--- src/rtl/swam_pkg.sv ---
// ----------------------------------------------------------------------------
// swam_pkg
// Shared codes and types of the sliding window anagram matcher.
// ----------------------------------------------------------------------------
package swam_pkg;

    // item mode codes, carried in s_tuser
    localparam logic [1:0] MODE_CLEAR   = 2'd0;
    localparam logic [1:0] MODE_PATTERN = 2'd1;
    localparam logic [1:0] MODE_TEXT    = 2'd2;

    localparam int SYMBOL_W  = 5;
    // results held or in flight before the input side is held off
    localparam int RES_DEPTH = 4;

    typedef struct packed {
        logic pattern_overflow;
        logic found_so_far;
        logic window_match;
    } result_t;

endpackage

--- src/rtl/swam_ram.sv ---
// ----------------------------------------------------------------------------
// swam_ram
// Generic single write, single read RAM with a registered read port.
// ----------------------------------------------------------------------------
module swam_ram #(
    parameter int WIDTH = 9,
    parameter int DEPTH = 26,
    localparam int AW = (DEPTH > 1) ? $clog2(DEPTH) : 1
) (
    input  logic             clk,
    input  logic             we,
    input  logic [AW-1:0]    waddr,
    input  logic [WIDTH-1:0] wdata,
    input  logic [AW-1:0]    raddr,
    output logic [WIDTH-1:0] rdata
);

    logic [WIDTH-1:0] mem [DEPTH];

    // read returns the old contents on a same-address write
    always_ff @(posedge clk)
    begin
        if (we)
        begin
            mem[waddr] <= wdata;
        end
        rdata <= mem[raddr];
    end

endmodule

--- src/rtl/swam_cnt_mem.sv ---
// ----------------------------------------------------------------------------
// swam_cnt_mem
// Per-letter counter store: two read ports, one write port, per-entry valid
// bits that clear all entries at once, and bypass of the last write into the reads.
// ----------------------------------------------------------------------------
module swam_cnt_mem #(
    parameter int CW    = 9,
    parameter int DEPTH = 26,
    localparam int AW = (DEPTH > 1) ? $clog2(DEPTH) : 1
) (
    input  logic          clk,
    input  logic          rst_n,
    input  logic          clr,
    input  logic          we,
    input  logic [AW-1:0] waddr,
    input  logic [CW-1:0] wdata,
    input  logic [AW-1:0] raddr_a,
    input  logic [AW-1:0] raddr_b,
    output logic [CW-1:0] rd_a,
    output logic [CW-1:0] rd_b
);

    logic [CW-1:0]    ram_a;
    logic [CW-1:0]    ram_b;
    logic [AW-1:0]    addr_a_reg;
    logic [AW-1:0]    addr_b_reg;
    logic [DEPTH-1:0] valid_reg;
    logic [DEPTH-1:0] valid_next;
    logic             lw_valid_reg;
    logic             lw_valid_next;
    logic [AW-1:0]    lw_addr_reg;
    logic [CW-1:0]    lw_data_reg;

    // one copy per read port, both written alike
    swam_ram #(.WIDTH(CW), .DEPTH(DEPTH)) u_ram_a (
        .clk   (clk),
        .we    (we),
        .waddr (waddr),
        .wdata (wdata),
        .raddr (raddr_a),
        .rdata (ram_a)
    );

    swam_ram #(.WIDTH(CW), .DEPTH(DEPTH)) u_ram_b (
        .clk   (clk),
        .we    (we),
        .waddr (waddr),
        .wdata (wdata),
        .raddr (raddr_b),
        .rdata (ram_b)
    );

    always_comb
    begin
        valid_next    = valid_reg;
        lw_valid_next = lw_valid_reg;
        if (clr)
        begin
            valid_next    = '0;
            lw_valid_next = 1'b0;
        end
        else if (we)
        begin
            valid_next[waddr] = 1'b1;
            lw_valid_next     = 1'b1;
        end
    end

    always_ff @(posedge clk or negedge rst_n)
    begin
        if (!rst_n)
        begin
            valid_reg    <= '0;
            lw_valid_reg <= 1'b0;
        end
        else
        begin
            valid_reg    <= valid_next;
            lw_valid_reg <= lw_valid_next;
        end
    end

    always_ff @(posedge clk)
    begin
        addr_a_reg <= raddr_a;
        addr_b_reg <= raddr_b;
        if (we)
        begin
            lw_addr_reg <= waddr;
            lw_data_reg <= wdata;
        end
    end

    // the RAM read that shared an edge with the last write saw stale data
    always_comb
    begin
        if (lw_valid_reg && (lw_addr_reg == addr_a_reg))
        begin
            rd_a = lw_data_reg;
        end
        else if (valid_reg[addr_a_reg])
        begin
            rd_a = ram_a;
        end
        else
        begin
            rd_a = '0;
        end

        if (lw_valid_reg && (lw_addr_reg == addr_b_reg))
        begin
            rd_b = lw_data_reg;
        end
        else if (valid_reg[addr_b_reg])
        begin
            rd_b = ram_b;
        end
        else
        begin
            rd_b = '0;
        end
    end

endmodule

--- src/rtl/swam_rfifo.sv ---
// ----------------------------------------------------------------------------
// swam_rfifo
// Small result queue between the update stage and the output channel.
// ----------------------------------------------------------------------------
module swam_rfifo (
    input  logic              clk,
    input  logic              rst_n,
    input  logic              push,
    input  swam_pkg::result_t push_data,
    input  logic              pop,
    output logic              valid,
    output swam_pkg::result_t data
);

    localparam int DEPTH = swam_pkg::RES_DEPTH;
    localparam int PW    = (DEPTH > 1) ? $clog2(DEPTH) : 1;
    localparam int NW    = $clog2(DEPTH + 1);

    swam_pkg::result_t slot_reg [DEPTH];
    logic [PW-1:0]     wptr_reg;
    logic [PW-1:0]     wptr_next;
    logic [PW-1:0]     rptr_reg;
    logic [PW-1:0]     rptr_next;
    logic [NW-1:0]     count_reg;
    logic [NW-1:0]     count_next;

    always_comb
    begin
        wptr_next  = wptr_reg;
        rptr_next  = rptr_reg;
        count_next = count_reg;
        if (push)
        begin
            wptr_next = (wptr_reg == PW'(DEPTH - 1)) ? '0 : wptr_reg + 1'b1;
        end
        if (pop)
        begin
            rptr_next = (rptr_reg == PW'(DEPTH - 1)) ? '0 : rptr_reg + 1'b1;
        end
        if (push && !pop)
        begin
            count_next = count_reg + 1'b1;
        end
        else if (pop && !push)
        begin
            count_next = count_reg - 1'b1;
        end
    end

    always_ff @(posedge clk or negedge rst_n)
    begin
        if (!rst_n)
        begin
            wptr_reg  <= '0;
            rptr_reg  <= '0;
            count_reg <= '0;
        end
        else
        begin
            wptr_reg  <= wptr_next;
            rptr_reg  <= rptr_next;
            count_reg <= count_next;
        end
    end

    always_ff @(posedge clk)
    begin
        if (push)
        begin
            slot_reg[wptr_reg] <= push_data;
        end
    end

    assign valid = (count_reg != '0);
    assign data  = slot_reg[rptr_reg];

endmodule

--- src/rtl/sliding_window_anagram_matcher_core.sv ---
// ----------------------------------------------------------------------------
// sliding_window_anagram_matcher_core
// Streaming permutation search of a pattern over a letter stream.
// ----------------------------------------------------------------------------
// Input channel s_*: one item per handshake, s_tuser = mode (clear, append
// pattern letter, push text letter), s_tdata = letter index.
// Output channel m_*: exactly one result item per input item, in order:
// window match, sticky found flag, pattern overflow.
// Throughput is one item per cycle while s_tready stays high. An item passes
// the history read, then the counter read; the counter update then writes
// back and queues the result, which raises m_tvalid.
// The rate is set by the per-letter counter read-modify-write, which is done
// in a single stage with the previous item's write bypassed into the read.
// Window counts are held as separate add and remove tallies so that each
// text letter costs one write per counter store.
// Up to 4 items may be accepted and not yet delivered; with the receiver
// stalled, results queue and s_tready drops once 4 are outstanding, then
// rises again as results are taken.
// Reset (and a clear item) empty all counters at once through valid bits;
// no clearing pass is needed. The history store is never cleared, as only
// entries written since the last clear are read.
// ----------------------------------------------------------------------------
module sliding_window_anagram_matcher_core #(
    parameter int PATTERN_MAX = 256,
    parameter int ALPHABET    = 26
) (
    input  logic       clk,
    input  logic       rst_n,
    input  logic       s_tvalid,
    output logic       s_tready,
    input  logic [7:0] s_tdata,   // [4:0] symbol, [7:5] zero
    input  logic [1:0] s_tuser,   // [1:0] mode
    output logic       m_tvalid,
    input  logic       m_tready,
    output logic [7:0] m_tdata    // [0] window_match, [1] found_so_far,
                                  // [2] pattern_overflow, [7:3] zero
);

    localparam int SYM_SPAN = 1 << swam_pkg::SYMBOL_W;
    localparam int ADEPTH   = (ALPHABET > SYM_SPAN) ? SYM_SPAN : ALPHABET;
    localparam int AW       = $clog2(ADEPTH);
    localparam int CW       = $clog2(PATTERN_MAX + 1);
    localparam int HW       = (PATTERN_MAX > 1) ? $clog2(PATTERN_MAX) : 1;
    localparam int MW       = $clog2(ADEPTH + 1);
    localparam int OW       = $clog2(swam_pkg::RES_DEPTH + 1);

    typedef struct packed {
        logic clr;
        logic app;
        logic ovf;
        logic push;
        logic pop;
        logic eq;
    } op_t;

    // ------------------------------------------------------------------
    // accept stage: scalar bookkeeping, history write and oldest read
    // ------------------------------------------------------------------
    logic                         in_acc;
    logic                         out_acc;
    logic [swam_pkg::SYMBOL_W-1:0] sym;
    logic                         sym_ok;
    logic [AW-1:0]                letter;
    op_t                          op;
    logic [CW-1:0]                plen_reg;
    logic [CW-1:0]                plen_next;
    logic [CW-1:0]                fill_reg;
    logic [CW-1:0]                fill_next;
    logic [HW-1:0]                hp_reg;
    logic [HW-1:0]                hp_next;
    logic [HW-1:0]                hp_inc;
    logic [CW:0]                  hp_ext;
    logic [CW:0]                  fill_ext;
    logic [CW:0]                  pos_wide;
    logic [HW-1:0]                pos;
    logic [AW-1:0]                hist_rdata;
    logic [OW-1:0]                outst_reg;
    logic [OW-1:0]                outst_next;

    assign in_acc  = s_tvalid && s_tready;
    assign s_tready = (outst_reg < OW'(swam_pkg::RES_DEPTH));
    assign sym     = s_tdata[swam_pkg::SYMBOL_W-1:0];
    assign sym_ok  = (32'(sym) < 32'(ALPHABET));
    assign letter  = sym[AW-1:0];

    assign hp_ext   = (CW+1)'(hp_reg);
    assign fill_ext = {1'b0, fill_reg};
    assign pos_wide = (hp_ext >= fill_ext) ? (hp_ext - fill_ext)
                                           : (hp_ext + (CW+1)'(PATTERN_MAX) - fill_ext);
    assign pos      = pos_wide[HW-1:0];
    assign hp_inc   = (hp_reg == HW'(PATTERN_MAX - 1)) ? '0 : hp_reg + 1'b1;

    always_comb
    begin
        op      = '0;
        op.clr  = (s_tuser == swam_pkg::MODE_CLEAR);
        op.ovf  = (s_tuser == swam_pkg::MODE_PATTERN) && sym_ok
                  && (plen_reg == CW'(PATTERN_MAX));
        op.app  = (s_tuser == swam_pkg::MODE_PATTERN) && sym_ok && !op.ovf;
        op.push = (s_tuser == swam_pkg::MODE_TEXT) && sym_ok && (plen_reg != '0);
        op.pop  = op.push && (fill_reg >= plen_reg);

        plen_next = plen_reg;
        fill_next = fill_reg;
        hp_next   = hp_reg;
        if (op.clr)
        begin
            plen_next = '0;
            fill_next = '0;
            hp_next   = '0;
        end
        else
        begin
            if (op.app)
            begin
                plen_next = plen_reg + 1'b1;
            end
            if (op.push)
            begin
                hp_next = hp_inc;
                if (!op.pop)
                begin
                    fill_next = fill_reg + 1'b1;
                end
            end
        end
        op.eq = (fill_next == plen_next);
    end

    always_comb
    begin
        outst_next = outst_reg;
        if (in_acc && !out_acc)
        begin
            outst_next = outst_reg + 1'b1;
        end
        else if (out_acc && !in_acc)
        begin
            outst_next = outst_reg - 1'b1;
        end
    end

    always_ff @(posedge clk or negedge rst_n)
    begin
        if (!rst_n)
        begin
            plen_reg  <= '0;
            fill_reg  <= '0;
            hp_reg    <= '0;
            outst_reg <= '0;
        end
        else
        begin
            outst_reg <= outst_next;
            if (in_acc)
            begin
                plen_reg <= plen_next;
                fill_reg <= fill_next;
                hp_reg   <= hp_next;
            end
        end
    end

    // oldest window letter sits fill places behind the write pointer
    swam_ram #(.WIDTH(AW), .DEPTH(PATTERN_MAX)) u_hist (
        .clk   (clk),
        .we    (in_acc && op.push),
        .waddr (hp_reg),
        .wdata (letter),
        .raddr (pos),
        .rdata (hist_rdata)
    );

    // ------------------------------------------------------------------
    // read stage: counter reads for the oldest letter and the new letter
    // ------------------------------------------------------------------
    logic          s1_valid_reg;
    op_t           s1_op_reg;
    logic [AW-1:0] s1_letter_reg;
    logic          s2_valid_reg;
    op_t           s2_op_reg;
    logic [AW-1:0] s2_letter_reg;
    logic [AW-1:0] s2_old_reg;

    always_ff @(posedge clk or negedge rst_n)
    begin
        if (!rst_n)
        begin
            s1_valid_reg <= 1'b0;
            s1_op_reg    <= '0;
            s2_valid_reg <= 1'b0;
            s2_op_reg    <= '0;
        end
        else
        begin
            s1_valid_reg <= in_acc;
            s1_op_reg    <= in_acc ? op : '0;
            s2_valid_reg <= s1_valid_reg;
            s2_op_reg    <= s1_op_reg;
        end
    end

    always_ff @(posedge clk)
    begin
        s1_letter_reg <= letter;
        s2_letter_reg <= s1_letter_reg;
        s2_old_reg    <= hist_rdata;
    end

    // ------------------------------------------------------------------
    // update stage: match bookkeeping and counter write back
    // ------------------------------------------------------------------
    logic [CW-1:0] pat_a;
    logic [CW-1:0] pat_b;
    logic [CW-1:0] add_a;
    logic [CW-1:0] add_b;
    logic [CW-1:0] sub_a;
    logic [CW-1:0] sub_b;
    logic [CW-1:0] win_a;
    logic [CW-1:0] win_b;
    logic [CW-1:0] win_c;
    logic [MW-1:0] matched_reg;
    logic [MW-1:0] matched_next;
    logic [MW-1:0] distinct_reg;
    logic [MW-1:0] distinct_next;
    logic          found_reg;
    logic          found_next;
    logic          match;
    logic          bef_o;
    logic          aft_o;
    logic          bef_c;
    logic          aft_c;
    logic          mem_clr;
    swam_pkg::result_t res;
    swam_pkg::result_t out_res;

    assign mem_clr = s2_valid_reg && s2_op_reg.clr;

    swam_cnt_mem #(.CW(CW), .DEPTH(ADEPTH)) u_pat (
        .clk     (clk),
        .rst_n   (rst_n),
        .clr     (mem_clr),
        .we      (s2_op_reg.app),
        .waddr   (s2_letter_reg),
        .wdata   (pat_b + 1'b1),
        .raddr_a (hist_rdata),
        .raddr_b (s1_letter_reg),
        .rd_a    (pat_a),
        .rd_b    (pat_b)
    );

    swam_cnt_mem #(.CW(CW), .DEPTH(ADEPTH)) u_add (
        .clk     (clk),
        .rst_n   (rst_n),
        .clr     (mem_clr),
        .we      (s2_op_reg.push),
        .waddr   (s2_letter_reg),
        .wdata   (add_b + 1'b1),
        .raddr_a (hist_rdata),
        .raddr_b (s1_letter_reg),
        .rd_a    (add_a),
        .rd_b    (add_b)
    );

    swam_cnt_mem #(.CW(CW), .DEPTH(ADEPTH)) u_sub (
        .clk     (clk),
        .rst_n   (rst_n),
        .clr     (mem_clr),
        .we      (s2_op_reg.pop),
        .waddr   (s2_old_reg),
        .wdata   (sub_a + 1'b1),
        .raddr_a (hist_rdata),
        .raddr_b (s1_letter_reg),
        .rd_a    (sub_a),
        .rd_b    (sub_b)
    );

    // window count = letters added minus letters dropped, modulo 2**CW
    assign win_a = add_a - sub_a;
    assign win_b = add_b - sub_b;

    always_comb
    begin
        matched_next  = matched_reg;
        distinct_next = distinct_reg;
        bef_o = 1'b0;
        aft_o = 1'b0;
        bef_c = 1'b0;
        aft_c = 1'b0;
        win_c = win_b;
        if (s2_op_reg.clr)
        begin
            matched_next  = '0;
            distinct_next = '0;
        end
        else if (s2_op_reg.app)
        begin
            bef_c = (pat_b != '0) && (win_b == pat_b);
            aft_c = (win_b == pat_b + 1'b1);
            distinct_next = distinct_reg + MW'(pat_b == '0);
            matched_next  = matched_reg - MW'(bef_c) + MW'(aft_c);
        end
        else if (s2_op_reg.push)
        begin
            if (s2_op_reg.pop)
            begin
                bef_o = (pat_a != '0) && (win_a == pat_a);
                aft_o = (pat_a != '0) && (win_a - 1'b1 == pat_a);
                // dropping the same letter first lowers its count
                win_c = win_b - CW'(s2_old_reg == s2_letter_reg);
            end
            bef_c = (pat_b != '0) && (win_c == pat_b);
            aft_c = (pat_b != '0) && (win_c + 1'b1 == pat_b);
            matched_next = matched_reg - MW'(bef_o) + MW'(aft_o)
                           - MW'(bef_c) + MW'(aft_c);
        end
        match      = s2_op_reg.eq && (matched_next == distinct_next);
        found_next = found_reg;
        if (s2_valid_reg)
        begin
            found_next = s2_op_reg.clr ? match : (found_reg || match);
        end
        res.window_match     = match;
        res.found_so_far     = found_next;
        res.pattern_overflow = s2_op_reg.ovf;
    end

    always_ff @(posedge clk or negedge rst_n)
    begin
        if (!rst_n)
        begin
            matched_reg  <= '0;
            distinct_reg <= '0;
            found_reg    <= 1'b0;
        end
        else
        begin
            matched_reg  <= matched_next;
            distinct_reg <= distinct_next;
            found_reg    <= found_next;
        end
    end

    // ------------------------------------------------------------------
    // result queue
    // ------------------------------------------------------------------
    assign out_acc = m_tvalid && m_tready;

    swam_rfifo u_rfifo (
        .clk       (clk),
        .rst_n     (rst_n),
        .push      (s2_valid_reg),
        .push_data (res),
        .pop       (out_acc),
        .valid     (m_tvalid),
        .data      (out_res)
    );

    assign m_tdata = {5'd0, out_res};

endmodule

--- config.mk ---
export PLATFORM = sky130hd
export DESIGN_NAME = sliding_window_anagram_matcher_core
export DESIGN_NICKNAME = d
export VERILOG_FILES = /design/src/rtl/swam_pkg.sv /design/src/rtl/swam_ram.sv /design/src/rtl/swam_cnt_mem.sv /design/src/rtl/swam_rfifo.sv /design/src/rtl/sliding_window_anagram_matcher_core.sv
export SDC_FILE = /design/constraint.sdc
export NUM_CORES = 2
export LEC_CHECK = 0
export BUFFER_PORTS_ARGS = -buffer_cell sky130_fd_sc_hd__buf_2
export CORE_ASPECT_RATIO = 0.9
export CORE_UTILIZATION = 35
export DETAILED_ROUTE_END_ITERATION = 8
export SYNTH_ARGS = -nofsm -noshare
export SYNTH_HDL_FRONTEND = slang
export SYNTH_SLANG_ARGS = --single-unit
--- constraint.sdc ---
create_clock -name clk -period 23.8 [get_ports clk]
set_clock_uncertainty 0.1 [all_clocks]
set_input_delay 2.38 -clock clk [delete_from_list [all_inputs] [get_ports clk]]
set_output_delay 2.38 -clock clk [all_outputs]
set_load 0.02 [all_outputs]
# Yosys cells after proc, flatten, opt, wreduce, memory -nomap -nowiden
# Memories as Yosys holds them, arrays and structs flattened. A register that Yosys moved wholly into a read port is not among the register bits.
# Cells that the tools add are included.
[classes]
addsub = 27
multipliers = 0
div_mod_pow = 0
order_cmp = 8
n_eq_ne = 21
n_shift = 0
mux = 85
bitwise_logic = 3
reduce_logical = 46
[ops]
columns = ["cell", "count"]
rows = [
  ["9-bit two-way mux", 21],
  ["26-bit two-way mux", 6],
  ["26-bit bitwise OR", 3],
  ["9-bit equality test", 7],
  ["9-bit by 1-bit adder with 9-bit output, second input constant", 6],
  ["5-bit equality test", 8],
  ["1-bit two-way mux", 34],
  ["8-bit two-way mux", 4],
  ["1-bit binary-select mux with 5-bit select", 6],
  ["1-bit logical AND", 28],
  ["9-bit nonzero test", 3],
  ["5-bit two-way mux", 5],
  ["5-bit by 1-bit adder with 5-bit output", 4],
  ["9-bit subtractor", 2],
  ["8-bit by 1-bit adder with 8-bit output, second input constant", 2],
  ["8-bit subtractor", 2],
  ["5-bit by 1-bit subtractor with 5-bit output", 3],
  ["5-bit by 6-bit < comparator with 1-bit output, second input constant", 2],
  ["3-bit two-way mux", 4],
  ["2-bit nonzero test", 6],
  ["1-bit demux with 5-bit select", 2],
  ["5-bit by 1-bit >= comparator with 1-bit output, second input constant", 2],
  ["9-bit equality test, second input constant", 1],
  ["8-bit by 9-bit >= comparator with 1-bit output", 1],
  ["19 further kinds", 28],
]
[word_totals]
register_bits = 199
latchBits = 0
mem_bits_rw = 2696
romBits = 0
input_bits = 14
out_inout_bits = 10
elab_cells = 237
n_memories = 8
[memory_table]
columns = ["name", "words", "word_bits", "rd", "rd_clocked_by_memory_dff", "write_ports", "line_no", "source"]
rows = [
  ["u_hist.mem", 256, 5, 1, 1, 1, "swam_ram.sv:18", "logic [WIDTH-1:0] mem [DEPTH];"],
  ["u_add.u_ram_a.mem", 26, 9, 1, 1, 1, "swam_ram.sv:18", ""],
  ["u_add.u_ram_b.mem", 26, 9, 1, 1, 1, "swam_ram.sv:18", ""],
  ["u_pat.u_ram_a.mem", 26, 9, 1, 1, 1, "swam_ram.sv:18", ""],
  ["u_pat.u_ram_b.mem", 26, 9, 1, 1, 1, "swam_ram.sv:18", ""],
  ["u_sub.u_ram_a.mem", 26, 9, 1, 1, 1, "swam_ram.sv:18", ""],
  ["+2 memories", "--", "--", "--", "--", "--", "--", ""],
]

# Logic depth before layout (Yosys ltp)
[logic_depth]
ltp_word = 23
depth_mapped = 36
mapped_depth_nobuf = 34

# Modules after synthesis
# From an unflattened synthesis, not the netlist that was laid out.
[hier_totals]
cells_unflattened = 7196
area_unflattened_um2 = 122935.4
[modules_own_cells]
columns = ["mod", "n_inst", "cells_each", "area_per_inst_um2", "seq_area_each_um2"]
rows = [
  ["swam_ram (u_add.u_ram_a ...)", 6, 525, 9496.6, 7206.9],
  ["swam_ram (u_hist)", 1, 2497, 50284.5, 38537.0],
  ["sliding_window_anagram_matcher_core", 1, 723, 6243.5, 1651.6],
  ["swam_cnt_mem (u_sub)", 1, 259, 2871.5, 1296.2],
  ["swam_cnt_mem (u_pat)", 1, 258, 2861.5, 1296.2],
  ["swam_cnt_mem (u_add)", 1, 259, 2850.2, 1296.2],
  ["swam_rfifo", 1, 50, 844.6, 535.5],
]

# Worst setup path after synthesis
# OpenSTA, ideal clock, no wires.
[synth_timing]
path_type = "reg2reg"
start = "register u_sub.addr_b_reg[4]"
end = "memory u_rfifo.slot_reg[0][1] (netlist name), data pin"
setup_time_ns = 0.151
arrival_ns = 7.745
t_required_ns = 23.549
slack_ns = 15.804
path_stages_with_launch = 31
n_path_buf = 3
period_less_slack_ns = 7.996
cell_sequence = "dfxtp_1 > buf_2 > nand3b_4 > clkbuf_1 > o221ai_1 > a22oi_1 > and3_1 > buf_2 > a2bb2oi_1 > ha_1 > inv_1 > fa_1 > xnor2_1 > nand3_1 > nor2_1 > and2_1 > and3_1 > nand2_1 > a2111oi_2 > o211a_1 > fa_1 > fa_1 > inv_1 > ha_1 > fa_1 > a211oi_1 > a211oi_1 > xnor2_1 > nand4_1 > nor3_1 > a22o_1"
[synth_between]
elab_chain_cells = 22
elab_cells_between_ends = 51
cone_classes = "add/sub: 9; eq/ne: 9; mux: 23; reduce/logical: 10"
[synth_lines]
columns = ["element", "line_no", "source"]
rows = [
  ["from (decl)", "swam_cnt_mem.sv:26", "logic [AW-1:0] addr_b_reg;"],
  ["from (signal assigned)", "swam_cnt_mem.sv:86", "addr_b_reg <= raddr_b;"],
  ["1-bit binary-select mux with 5-bit select", "--", ""],
  ["1-bit two-way mux", "--", ""],
  ["9-bit two-way mux (2 in a row)", "--", ""],
  ["9-bit subtractor", "sliding_window_anagram_matcher_core.sv:280", "assign win_b = add_b - sub_b;"],
  ["9-bit by 1-bit subtractor with 9-bit output", "sliding_window_anagram_matcher_core.sv:310", "win_c = win_b - CW'(s2_old_reg == s2_letter_reg);"],
  ["9-bit two-way mux", "sliding_window_anagram_matcher_core.sv:305", "if (s2_op_reg.pop)"],
  ["9-bit two-way mux", "sliding_window_anagram_matcher_core.sv:303", "else if (s2_op_reg.push)"],
  ["9-bit two-way mux", "sliding_window_anagram_matcher_core.sv:296", "else if (s2_op_reg.app)"],
  ["[8 not listed]", "--", ""],
  ["via matched_next[2]", "sliding_window_anagram_matcher_core.sv:223", "logic [MW-1:0] matched_next;"],
  ["5-bit equality test *", "sliding_window_anagram_matcher_core.sv:317", "match = s2_op_reg.eq && (matched_next == distinct_next);"],
  ["1-bit logical AND *", "sliding_window_anagram_matcher_core.sv:317", ""],
  ["via match", "sliding_window_anagram_matcher_core.sv:228", "logic match;"],
  ["1-bit logical OR", "sliding_window_anagram_matcher_core.sv:321", "found_next = s2_op_reg.clr ? match : (found_reg || match);"],
  ["1-bit two-way mux *", "sliding_window_anagram_matcher_core.sv:321", ""],
  ["1-bit two-way mux *", "sliding_window_anagram_matcher_core.sv:319", "if (s2_valid_reg)"],
  ["via found_next", "sliding_window_anagram_matcher_core.sv:227", "logic found_next;"],
  ["to (decl)", "swam_rfifo.sv:19", "swam_pkg::result_t slot_reg [DEPTH];"],
]
# Mark *: on every way through the listed nets, which the timed path passes. The rest lies on a longest branch. The select of a mux whose other input is x is not followed.

# Worst setup path in the final report
[layout_timing]
start = "register u_sub.addr_b_reg[2]"
end = "memory u_rfifo.slot_reg[2][1] (netlist name), data pin"
# Same word-level chain as after synthesis.

==> run metrics <==
status=finished clean; max FFs per register=1,280; hold_sp=s1_valid_reg; wire per inst=26.4 um; synth warn=0; Most Crowded Layer GR=met2; CP bufs+invs=1; pwr dens=72.4 nW/um2; DRT antenna net count=0; Leak Pwr=approximately 34 nW; largest fanout on the critical path=14; DRT Wirelength=237,000 um; largest net degree at the start of global routing=150; Clock Tree Root=clkbuf_16; clk slew on worst S/H paths=60 ps; crit path kind=flop to flop; Die ar.=~280,000 um2; Hold Path Stages=0; Async SR Flop Fraction=approximately 6.3%; drt drc=0; Worst Hold Path EP=s2_valid_reg; Overall Global Routing Usage=about 17%; Top Registers=u_hist.mem: 1280 flops, u_add.u_ram_b.mem: 234 flops, u_pat.u_ram_b.mem: 234 flops; maximum VDD drop=59.8 uV; Slew HR=about 11%; worst reg2reg path depth=26; met2 Resource Use GR=27.5%; initial antenna violation count=8; worst slew pin tran=approximately 1300 ps; post-CTS setup buffer count=0; Die Wd=557 um; Hold WC Path Type=flop to flop; dpl hpwl=~140,000 um; commonest non-fill, non-tap cells in the layout=2,036 x edfxtp_1, 824 x mux4_2, 380 x nor2_1; Skew-Pair Late Insertion Delay=880 ps; CTS tree=yes; Largest Register=u_hist.mem; initial core utilization=between 30% and 40%; Max Freq=approximately 0.11 GHz; FF+latch count, synth=2,252; final hold vios=0; Area Growth Syn to Fin=12.0%; critical path's top delay family=simple AND/OR/NAND/NOR gates; RSZ-0062 raised after global routing=false; via count=49,200; pre-CTS WS=15,000 ps; Nets=approximately 5,200; worst reg2reg setup slack=14,840 ps; Crit path largest cell delay=720 ps; share of layout cells above drive strength 1=27.0%; combinational family with the most area after synthesis=multiplexers; Post-Synth Simple-Gate Area=3.77%; H-tree depth=4; Tcrit/Tclk final=between 30% and 40%; CP dominant cell by count=nor3_1; row cnt=roughly 180; post-cts sizing count=0; final core utilization=roughly two fifths; Post-synth EDFFs=2,036; DR pass1 iterations=5; worst path arrival time=9530 ps; number of fillers in the final layout=24,400; Synth Instances=5,064; dpl cells=8,596; CP startpoint=u_sub.addr_b_reg[2]; fin cells=8,987; Netlist cell types=84; first-pass GRT wire length=350,000 um; ys flop type=edfxtp_1; Worst setup EP type=flop; crit start category=flop; core footprint=274,000 um2; Worst Path Required=24,370 ps; CTS Buf Count=217; placer congestion estimate=about 0.84; clk sink count=2,252; total gr overflow=0; io pins=24; Slew Limit Fails=0; max-cap viol count=0; synthesized area=about 97,000 um2; Hold Buf Count CTS=0; clock tree buffer depth=4; final worst slack=14,840 ps; final hold slack=about 260 ps; post-synthesis mux area share=between 20% and 30%; Syn Area/Cell=approximately 19 um2; Synth Area in XOR/XNOR=1.50%; most common cell after layout, fill and taps aside=edfxtp_1; Final Setup Violations=0; number of global-route vias before repair=50,700; Slowest-stage cell, CP=dfxtp_1; GR met3 Demand/Resource=2.28%; Seq/Total Area, Yosys=between 60% and 70%; FF-to-FF End=u_rfifo.slot_reg[2][1]; GR Util met1=between 20 and 25%; Die Ht=501 um; Synth Area in Compound Gates=3.01%; setup total negative slack=0 ps; number of vias per cell=5.47; Post-Synth Adder-Cell Area=0.999%; min Tclk post-route=8960 ps; Initial DRC Count=roughly 5,000; r2r startpoint=u_sub.addr_b_reg[2]; PortBufs=15
metal layers:
layer / share of wire (%) / up-vias / wire (um)
li1: - / 20900 / -
met1: 44 / 26400 / 103000
met2: 48 / 1553 / 115000
met3: 6.0 / 301 / 14200
met4: 2.1 / 0 / 4870
met5: 0 / - / 0
logic make-up (layout without fill, tap and decap cells):
logic type	count (synthesis)	after routing
adders and majority gates	72	72
DFF	2252	2252
buffers and inverters	380	617
muxes	986	986
and+or+nand+nor	781	781
other	1	7
AOI/OAI and AO/OA	428	428
xor gates and xnor gates	164	164
Yosys cell counts (all sizes together) (62+ instances only):
cell type | n | share of area, %
a21oi | 94 | 0.49
mux4 | 827 | 19
inv | 64 | 0.25
dfxtp | 74 | 1.5
a211oi | 65 | 0.51
ha | 63 | 0.81
nor2b | 79 | 0.52
edfxtp | 2036 | 63
o21ai | 63 | 0.33
dfrtp | 142 | 3.7
xnor2 | 97 | 0.88
buf | 86 | 0.40
o21a | 81 | 0.63
xor2 | 66 | 0.60
nand2 | 93 | 0.36
mux2i | 97 | 1.0
nor2 | 404 | 1.6
mux2 | 62 | 0.72
clkbuf | 230 | 0.89
worst max-delay path by stage:
stage                     slack [ps]                      to  depth (start not counted)
after floorplan                15800  u_rfifo.slot_reg[0][1]                         30
after global placement         15090  u_rfifo.slot_reg[0][1]                         28
after detailed placement       15000  u_rfifo.slot_reg[0][1]                         27
after CTS                      14940  u_rfifo.slot_reg[1][1]                         27
after global routing           14150  u_rfifo.slot_reg[1][1]                         27
final                          14840  u_rfifo.slot_reg[2][1]                         26
worst reg2reg max path, cell delays in order, from the launching register on:
cell      delay [ps]
dfxtp_1          720
nand3b_1         670
o221ai_1         470
a22oi_1          160
and3_1           300
o21ai_0          570
ha_1             350
nor2b_1          130
o21ai_0          190
nand2_1          130
nor3_1           320
nor3_1           110
or4_4            610
nor3_1           460
nor4b_1          330
o211a_1          240
fa_1             440
fa_1             380
inv_1             70
ha_1             190
fa_1             430
a211oi_1         230
a211oi_1         110
xnor2_1          200
nand4_1          120
nor3_1           470
a22o_1           320
layout make-up:
class / count / area [um2] / share of cell area, %
antenna: 2 / 5.00 / 0.00461
sequential: 2252 / 66200 / 60.9
timing repair buffer: 164 / 1280 / 1.18
clock inverter: 107 / 845 / 0.777
clock buffer: 282 / 5840 / 5.37
multi-input combinational: 2436 / 29600 / 27.3
inverter: 64 / 240 / 0.221
tap: 3680 / 4600 / 4.24
power breakdown:
part	internal, W	switching, W	leakage [nW]
combinational	0.0000799	0.000145	10.1
sequential	0.00431	0.0000133	21.1
clock	0.00184	0.00148	3.24
total	0.00623	0.00163	34.5
metrics by stage:
stage               instance area, um2  total power (W)
floorplan                        97000          0.00454
global placement                102000          0.00463
detailed placement              102000          0.00463
CTS                             109000          0.00794
global route                    109000          0.00809
finish                          109000          0.00787
(Power assumes the default switching activity.)
